**config.mk**
```make
export PLATFORM = sky130hd
export DESIGN_NAME = trial_division_factorizer
export DESIGN_NICKNAME = d
export VERILOG_FILES = /design/src/tdf_pkg.sv /design/src/tdf_div.sv /design/src/tdf_dp.sv /design/src/tdf_ctrl.sv /design/src/trial_division_factorizer.sv
export SDC_FILE = /design/constraint.sdc
export NUM_CORES = 1
export LEC_CHECK = 0
export BUFFER_PORTS_ARGS = -buffer_cell sky130_fd_sc_hd__buf_4
export CORE_MARGIN = 2
export CORE_UTILIZATION = 55
export CTS_BUF_LIST = sky130_fd_sc_hd__clkbuf_4
export CTS_CLUSTER_SIZE = 24
export DETAILED_ROUTE_END_ITERATION = 7
export GPL_TIMING_DRIVEN = 1
export HOLD_SLACK_MARGIN = 0.15
export PLACE_DENSITY = 0.76
export SYNTH_ARGS = -nofsm -noshare
export SYNTH_HDL_FRONTEND = slang
export SYNTH_SLANG_ARGS = --single-unit
```
**constraint.sdc**
```tcl
create_clock -name clk -period 5.5 [get_ports clk]
set_input_delay 0.825 -clock clk [delete_from_list [all_inputs] [get_ports clk]]
set_output_delay 0.825 -clock clk [all_outputs]
set_load 0.02 [all_outputs]
```
**src/tdf_pkg.sv**
```systemverilog
`default_nettype none
package tdf_pkg;

    localparam int VALUE_WIDTH_DEF = 32;
    localparam int FIELD_W         = 32;

    // Which value goes out on an emitted item.
    typedef enum logic [1:0] {
        SEL_NOFAC = 2'd0,
        SEL_TWO   = 2'd1,
        SEL_CAND  = 2'd2,
        SEL_REM   = 2'd3
    } emit_sel_t;

    typedef struct packed {
        logic      load;
        logic      shift;
        logic      div_start;
        logic      take_quot;
        logic      cand_inc;
        logic      emit;
        emit_sel_t emit_sel;
        logic      emit_last;
    } cmd_t;

    typedef struct packed {
        logic value_le1;
        logic rem_even;
        logic rem_is_two;
        logic div_done;
        logic cand_gt_q;
        logic mod_zero;
        logic out_free;
    } stat_t;

endpackage
`default_nettype wire

```
**src/tdf_div.sv**
```systemverilog
`default_nettype none
module tdf_div
    import tdf_pkg::*;
#(
    parameter int W  = VALUE_WIDTH_DEF,
    parameter int CW = VALUE_WIDTH_DEF / 2 + 1
)
(
    input  wire logic          clk,
    input  wire logic          rst_n,
    input  wire logic          start,
    input  wire logic [W-1:0]  dividend,
    input  wire logic [CW-1:0] divisor,
    output logic               done,
    output logic [W-1:0]       quot,
    output logic [CW-1:0]      rmd
);

    localparam int CNTW = (W > 1) ? $clog2(W) : 1;

    logic [CW-1:0]   p_reg, p_next;
    logic [W-1:0]    q_reg, q_next;
    logic [CW-1:0]   d_reg;
    logic [CNTW-1:0] cnt_reg;
    logic            busy_reg;
    logic            done_reg;

    logic [CW:0] shifted;
    logic [CW:0] diff;
    logic        ge;

    // restoring step: one quotient bit per cycle
    always_comb
    begin
        shifted = {p_reg, q_reg[W-1]};
        diff    = shifted - {1'b0, d_reg};
        ge      = (shifted >= {1'b0, d_reg});
        p_next  = ge ? diff[CW-1:0] : shifted[CW-1:0];
        q_next  = {q_reg[W-2:0], ge};
    end

    always_ff @(posedge clk or negedge rst_n)
    begin
        if (!rst_n)
        begin
            busy_reg <= 1'b0;
            done_reg <= 1'b0;
            cnt_reg  <= '0;
        end
        else
        begin
            done_reg <= 1'b0;
            if (start)
            begin
                busy_reg <= 1'b1;
                cnt_reg  <= '0;
            end
            else if (busy_reg)
            begin
                cnt_reg <= cnt_reg + 1'b1;
                if (cnt_reg == CNTW'(W - 1))
                begin
                    busy_reg <= 1'b0;
                    done_reg <= 1'b1;
                end
            end
        end
    end

    always_ff @(posedge clk)
    begin
        if (start)
        begin
            p_reg <= '0;
            q_reg <= dividend;
            d_reg <= divisor;
        end
        else if (busy_reg)
        begin
            p_reg <= p_next;
            q_reg <= q_next;
        end
    end

    assign done = done_reg;
    assign quot = q_reg;
    assign rmd  = p_reg;

    a_done_idle: assert property (@(posedge clk) disable iff (!rst_n)
        done_reg |-> !busy_reg)
        else $error("divider done while still busy");

endmodule
`default_nettype wire

```
**src/tdf_dp.sv**
```systemverilog
`default_nettype none
module tdf_dp
    import tdf_pkg::*;
#(
    parameter int W = VALUE_WIDTH_DEF
)
(
    input  wire logic               clk,
    input  wire logic               rst_n,
    input  wire cmd_t               cmd,
    output stat_t                   stat,
    input  wire logic [FIELD_W-1:0] value,
    output logic                    out_valid,
    input  wire logic               out_stall,
    output logic [FIELD_W-1:0]      factor,
    output logic                    last_factor,
    output logic                    status
);

    localparam int CW = W / 2 + 1;

    logic [W-1:0]  rem_reg;
    logic [CW-1:0] cand_reg;
    logic [W-1:0]  quot;
    logic [CW-1:0] rmd;
    logic          div_done;

    logic               out_valid_reg;
    logic [FIELD_W-1:0] factor_reg, factor_next;
    logic               last_reg;
    logic               status_reg;

    tdf_div #(.W(W), .CW(CW)) u_div (
        .clk      (clk),
        .rst_n    (rst_n),
        .start    (cmd.div_start),
        .dividend (rem_reg),
        .divisor  (cand_reg),
        .done     (div_done),
        .quot     (quot),
        .rmd      (rmd)
    );

    always_ff @(posedge clk or negedge rst_n)
    begin
        if (!rst_n)
        begin
            rem_reg  <= '0;
            cand_reg <= CW'(3);
        end
        else
        begin
            if (cmd.load)
            begin
                rem_reg  <= W'(value);
                cand_reg <= CW'(3);
            end
            else if (cmd.shift)
                rem_reg <= rem_reg >> 1;
            else if (cmd.take_quot)
                rem_reg <= quot;
            if (cmd.cand_inc)
                cand_reg <= cand_reg + CW'(2);
        end
    end

    always_comb
    begin
        unique case (cmd.emit_sel)
            SEL_NOFAC: factor_next = '0;
            SEL_TWO:   factor_next = FIELD_W'(2);
            SEL_CAND:  factor_next = FIELD_W'(cand_reg);
            SEL_REM:   factor_next = FIELD_W'(rem_reg);
            default:   factor_next = '0;
        endcase
    end

    always_ff @(posedge clk or negedge rst_n)
    begin
        if (!rst_n)
            out_valid_reg <= 1'b0;
        else if (cmd.emit)
            out_valid_reg <= 1'b1;
        else if (!out_stall)
            out_valid_reg <= 1'b0;
    end

    always_ff @(posedge clk)
    begin
        if (cmd.emit)
        begin
            factor_reg <= factor_next;
            last_reg   <= cmd.emit_last;
            status_reg <= (cmd.emit_sel == SEL_NOFAC);
        end
    end

    always_comb
    begin
        stat.value_le1  = (rem_reg <= W'(1));
        stat.rem_even   = ~rem_reg[0];
        stat.rem_is_two = (rem_reg == W'(2));
        stat.div_done   = div_done;
        stat.cand_gt_q  = (W'(cand_reg) > quot);
        stat.mod_zero   = (rmd == '0);
        stat.out_free   = ~out_valid_reg | ~out_stall;
    end

    assign out_valid   = out_valid_reg;
    assign factor      = factor_reg;
    assign last_factor = last_reg;
    assign status      = status_reg;

    a_odd_dividend: assert property (@(posedge clk) disable iff (!rst_n)
        cmd.div_start |-> rem_reg[0])
        else $error("division started on an even remainder");

    a_odd_cand: assert property (@(posedge clk) disable iff (!rst_n)
        cand_reg[0])
        else $error("trial divisor is even");

endmodule
`default_nettype wire

```
**src/tdf_ctrl.sv**
```systemverilog
`default_nettype none
module tdf_ctrl
    import tdf_pkg::*;
(
    input  wire logic  clk,
    input  wire logic  rst_n,
    input  wire logic  in_valid,
    output logic       in_stall,
    input  wire stat_t stat,
    output cmd_t       cmd
);

    typedef enum logic [2:0] {
        S_IDLE,
        S_CHECK,
        S_NOFAC,
        S_TWOS,
        S_START,
        S_WAIT,
        S_DECIDE,
        S_EMIT
    } state_t;

    state_t state_reg, state_next;

    always_comb
    begin
        state_next = state_reg;
        cmd        = '0;
        unique case (state_reg)
            S_IDLE:
            begin
                if (in_valid)
                begin
                    cmd.load   = 1'b1;
                    state_next = S_CHECK;
                end
            end
            S_CHECK:
                state_next = stat.value_le1 ? S_NOFAC : S_TWOS;
            S_NOFAC:
            begin
                if (stat.out_free)
                begin
                    cmd.emit      = 1'b1;
                    cmd.emit_sel  = SEL_NOFAC;
                    cmd.emit_last = 1'b1;
                    state_next    = S_IDLE;
                end
            end
            S_TWOS:
            begin
                if (!stat.rem_even)
                    state_next = S_START;
                else if (stat.out_free)
                begin
                    cmd.emit      = 1'b1;
                    cmd.emit_sel  = SEL_TWO;
                    cmd.emit_last = stat.rem_is_two;
                    cmd.shift     = 1'b1;
                    if (stat.rem_is_two)
                        state_next = S_IDLE;
                end
            end
            S_START:
            begin
                cmd.div_start = 1'b1;
                state_next    = S_WAIT;
            end
            S_WAIT:
            begin
                if (stat.div_done)
                    state_next = S_DECIDE;
            end
            S_DECIDE:
            begin
                if (stat.cand_gt_q)
                    state_next = S_EMIT;
                else if (stat.mod_zero)
                begin
                    if (stat.out_free)
                    begin
                        cmd.emit      = 1'b1;
                        cmd.emit_sel  = SEL_CAND;
                        cmd.take_quot = 1'b1;
                        state_next    = S_START;
                    end
                end
                else
                begin
                    cmd.cand_inc = 1'b1;
                    state_next   = S_START;
                end
            end
            S_EMIT:
            begin
                if (stat.out_free)
                begin
                    cmd.emit      = 1'b1;
                    cmd.emit_sel  = SEL_REM;
                    cmd.emit_last = 1'b1;
                    state_next    = S_IDLE;
                end
            end
            default:
                state_next = S_IDLE;
        endcase
    end

    always_ff @(posedge clk or negedge rst_n)
    begin
        if (!rst_n)
            state_reg <= S_IDLE;
        else
            state_reg <= state_next;
    end

    assign in_stall = (state_reg != S_IDLE);

    a_emit_free: assert property (@(posedge clk) disable iff (!rst_n)
        cmd.emit |-> stat.out_free)
        else $error("item emitted into a full output register");

    a_start_wait: assert property (@(posedge clk) disable iff (!rst_n)
        cmd.div_start |=> !cmd.emit && !cmd.div_start)
        else $error("activity right after divider start");

endmodule
`default_nettype wire

```
**src/trial_division_factorizer.sv**
```systemverilog
`default_nettype none
// Prime factorizer by trial division. Each accepted value is split into its
// prime factors, sent out in ascending order and repeated by multiplicity,
// one item per factor, with last_factor set on the final item of that value.
// Values 0 and 1 give one item with factor 0, status 1 and last_factor set.
// Factors of two are peeled off first; then odd trial divisors
// from 3 upward are tested by a restoring divider that produces one quotient
// bit per cycle, so every divisor tried goes through a start, the divide and
// a decision, and every odd factor found costs one more divide. A 32-bit
// prime tries about 32800 divisors and a 31-bit prime about 23200; a value
// built only from small factors needs far fewer.
// One value is worked on at a time; the next is taken once the last item of
// the current one sits in the output register, even while that item is
// still stalled.
module trial_division_factorizer
    import tdf_pkg::*;
#(
    parameter int VALUE_WIDTH = VALUE_WIDTH_DEF
)
(
    input  wire logic               clk,
    input  wire logic               rst_n,
    input  wire logic               in_valid,
    output logic                    in_stall,
    input  wire logic [FIELD_W-1:0] value,
    output logic                    out_valid,
    input  wire logic               out_stall,
    output logic [FIELD_W-1:0]      factor,
    output logic                    last_factor,
    output logic                    status
);

    cmd_t  cmd;
    stat_t stat;

    // sequencer: input handshake, phase walk, emit decisions
    tdf_ctrl u_ctrl (
        .clk      (clk),
        .rst_n    (rst_n),
        .in_valid (in_valid),
        .in_stall (in_stall),
        .stat     (stat),
        .cmd      (cmd)
    );

    // remainder, trial divisor, divider and output register
    tdf_dp #(.W(VALUE_WIDTH)) u_dp (
        .clk         (clk),
        .rst_n       (rst_n),
        .cmd         (cmd),
        .stat        (stat),
        .value       (value),
        .out_valid   (out_valid),
        .out_stall   (out_stall),
        .factor      (factor),
        .last_factor (last_factor),
        .status      (status)
    );

endmodule
`default_nettype wire
```
==> impl_metrics.tcl <==
set metrics [dict create \
    status "finished clean" \
    p_sw_share_pct 42.7 \
    viasPerCell 5.97 \
    worst_slew_pin_slew_ps 1140 \
    grt_max_degree 77 \
    cp_slowest_cell "a21oi_4" \
    hpwl_um 15600 \
    vias 7062 \
    cts_made_buffers 17 \
    yosysWarnings 0 \
    fin_setup_tns_ps 0 \
    initial_core_util_pct 56.2 \
    core-area_um2 15800 \
    routedWlPerCell_um 18.8 \
    synth_area_per_cell_um2 9.90 \
    yosys.area.top_type "edfxtp_1" \
    setup_viol 0 \
    cp.required_ps 5980 \
    max_stage_delay_ps 800 \
    fin_worst_skew_ps 15.9 \
    p_switching_mw 2.61 \
    grt_use_total_pct 26.7 \
    drv_slew 0 \
    clock.fmax_mhz 267 \
    fin_crit_sh_pct 68.0 \
    ys_ff_latch 160 \
    ctsHoldBuffers 0 \
    syn-num-nets 973 \
    crit_path_cell_trace "ha_1 > nand4_1 > nor4_1 > o21ai_1 > a21o_1 > a21oi_4 > buf_4 > mux2_4" \
    total_power_mw 6.11 \
    crit_buf_inv 1 \
    slew-limit-headroom_pct 23.4 \
    synth_most_common_cell "nand2_1" \
    syn_area_um2 8900 \
    drv_cap 0 \
    crit_family "compound AO/OA/AOI/OAI gates" \
    die_x_um 131 \
    yosys-top-cells-count "nand2_1 (175), edfxtp_1 (83), nor2_1 (62)" \
    endpoint_kind "flop" \
    die_y_um 131 \
    synth_top_area_share_pct 28.0 \
    synth.distinct_cells 68 \
    synthCells 899 \
    synth-main-ff-cell "edfxtp_1" \
    criticalPathCategory "reg -> reg" \
    cts_setup_buffers 0 \
    worstPathArrival_ps 4220 \
    clockBufferDepth 2 \
    cts.clk_slew.worst_paths_ps 130 \
    htreeDepth 4 \
    gp_congestion 0.887 \
    p_per_area_nw_per_um2 618 \
    root_buffer "clkbuf_4" \
    clkLatencyLatePin_ps 580 \
    ir_worst_vdd_mv 0.254 \
    route.detailed.drc 0 \
    dieArea_um2 17200 \
    ff_latch_area_um2 4340 \
    cts.repair.resized 0 \
    rsz0062_at_grt "no" \
    cp_max_fo 19 \
    ant_nets 0 \
    portBuffers 71 \
    drive_above_1_share_pct 16.7 \
    holdCritPathClass "in -> async" \
    synth-edff-count 83 \
    multi_input_area_um2 4180 \
    io-pin-count 72 \
    async_flop_share_pct 37.5 \
    grt_pass1_vias 6798 \
    rows 46 \
    wl_um 22200 \
    first_pass_iters 7 \
    drt-initial-drc-count 736 \
    start_kind "flop" \
    p_clk_share_pct 12.3 \
    p_leak_nw 4.39 \
    antenna_found_initial 1 \
    grt_pass1_wl_um 35900 \
    yosysSeqAreaShare_pct 48.7 \
    overflow 0 \
    n_fill_cell 1299 \
    cts_tree "built" \
    synth_area_leaders "edfxtp_1 (28%), dfrtp_1 (16%), nand2_1 (7.4%)" \
    combPwrFrac_pct 48.6 \
    syn_to_final_growth_pct 11.1 \
    hold_viol 0 \
    cts.sinks 160 \
    p_int_mw 3.50 \
    seqPwrFrac_pct 39.2 \
    final_nets 1026 \
    fin_crit_ps 3740 \
]
-- routing by layer --
| metal | global-route usage, % | vias up | wire length [um] |
|---|---|---|---|
| met4 | 9.24 | 0 | 496 |
| met2 | 41.0 | 275 | 10300 |
| met5 | 0 | - | 0 |
| met1 | 37.1 | 3402 | 9600 |
| li1 | - | 3348 | - |
| met3 | 6.67 | 37 | 1820 |
-- through the flow --
stage               cell area [um^2]  util (%)  cells  hold WS [ps]  setup WS, ps
CTS                             9880      62.4   1181           307          1810
detailed placement              9580      60.5   1149           490          1840
global placement                9580      60.5   1149           491          1890
finish                          9890      62.5   1183           322          1760
floorplan                       8900         -    899           458          1570
global route                    9880      62.5   1182           339          1600
-- power by group through the flow --
stage          Clock [mW]  Sequential [mW]  Combinational [mW]
6_report            0.749             2.40                2.97
5_1_grt             0.810             2.45                3.27
4_1_cts             0.763             2.37                2.96
3_5_place_dp            0             2.40                2.94
3_3_place_gp            0             2.39                2.88
2_1_floorplan           0             2.30                2.22
-- cell type report --
type                            count  area share (%)
Multi-Input combinational cell    642            42.3
Clock buffer                       18            1.37
Antenna cell                        2          0.0506
Timing Repair Buffer               80            6.07
Tap cell                          216            2.73
Sequential cell                   160            43.9
Clock inverter                     14            1.67
Inverter                           51            1.94
-- worst paths after layout --
path | startpoint | endpoint | slack, ps | cells after the start
min in group clk | value[31] | u_dp.rem_reg[31] | 480 | 3
setup reg to reg | u_dp.cand_reg[15] | u_dp.rem_reg[9] | 1760 | 8
max in group asynchronous | rst_n | u_dp.u_div.cnt_reg[0] | 4660 | 1
hold reg to reg | u_dp.cand_reg[0] | u_dp.cand_reg[0] | 500 | 2
hold / removal | rst_n | u_dp.rem_reg[12] | 320 | 1
setup / recovery | u_dp.cand_reg[15] | u_dp.rem_reg[9] | 1760 | 8
-- cells by family after synthesis --
group           Yosys count  share of synthesized area, %
simple gates            350                          17.9
compound gates          186                          14.2
flops                   160                          48.7
buf+inv                  97                          4.63
mux                      57                          8.06
fa+ha+maj                38                          5.43
xor+xnor                 11                          1.08
-- cell usage in the layout (no fill, tap or decap), drive strengths merged, types with 5 or more instances in the layout --
master	instances
a211oi	8
o21ai	42
a21o	10
ha	37
clkinv	9
mux2i	27
a21oi	32
and3	10
nand4	13
nor4	18
xor2	6
a22o	16
dfrtp	58
and2	19
o21a	8
nor2	62
a31oi	35
xnor2	5
edfxtp	83
nand3	16
nand2b	6
clkbuf	18
mux2	30
nor3	18
nand2	175
dfxtp	17
inv	52
buf	80
Power figures use the tool's default switching activity.
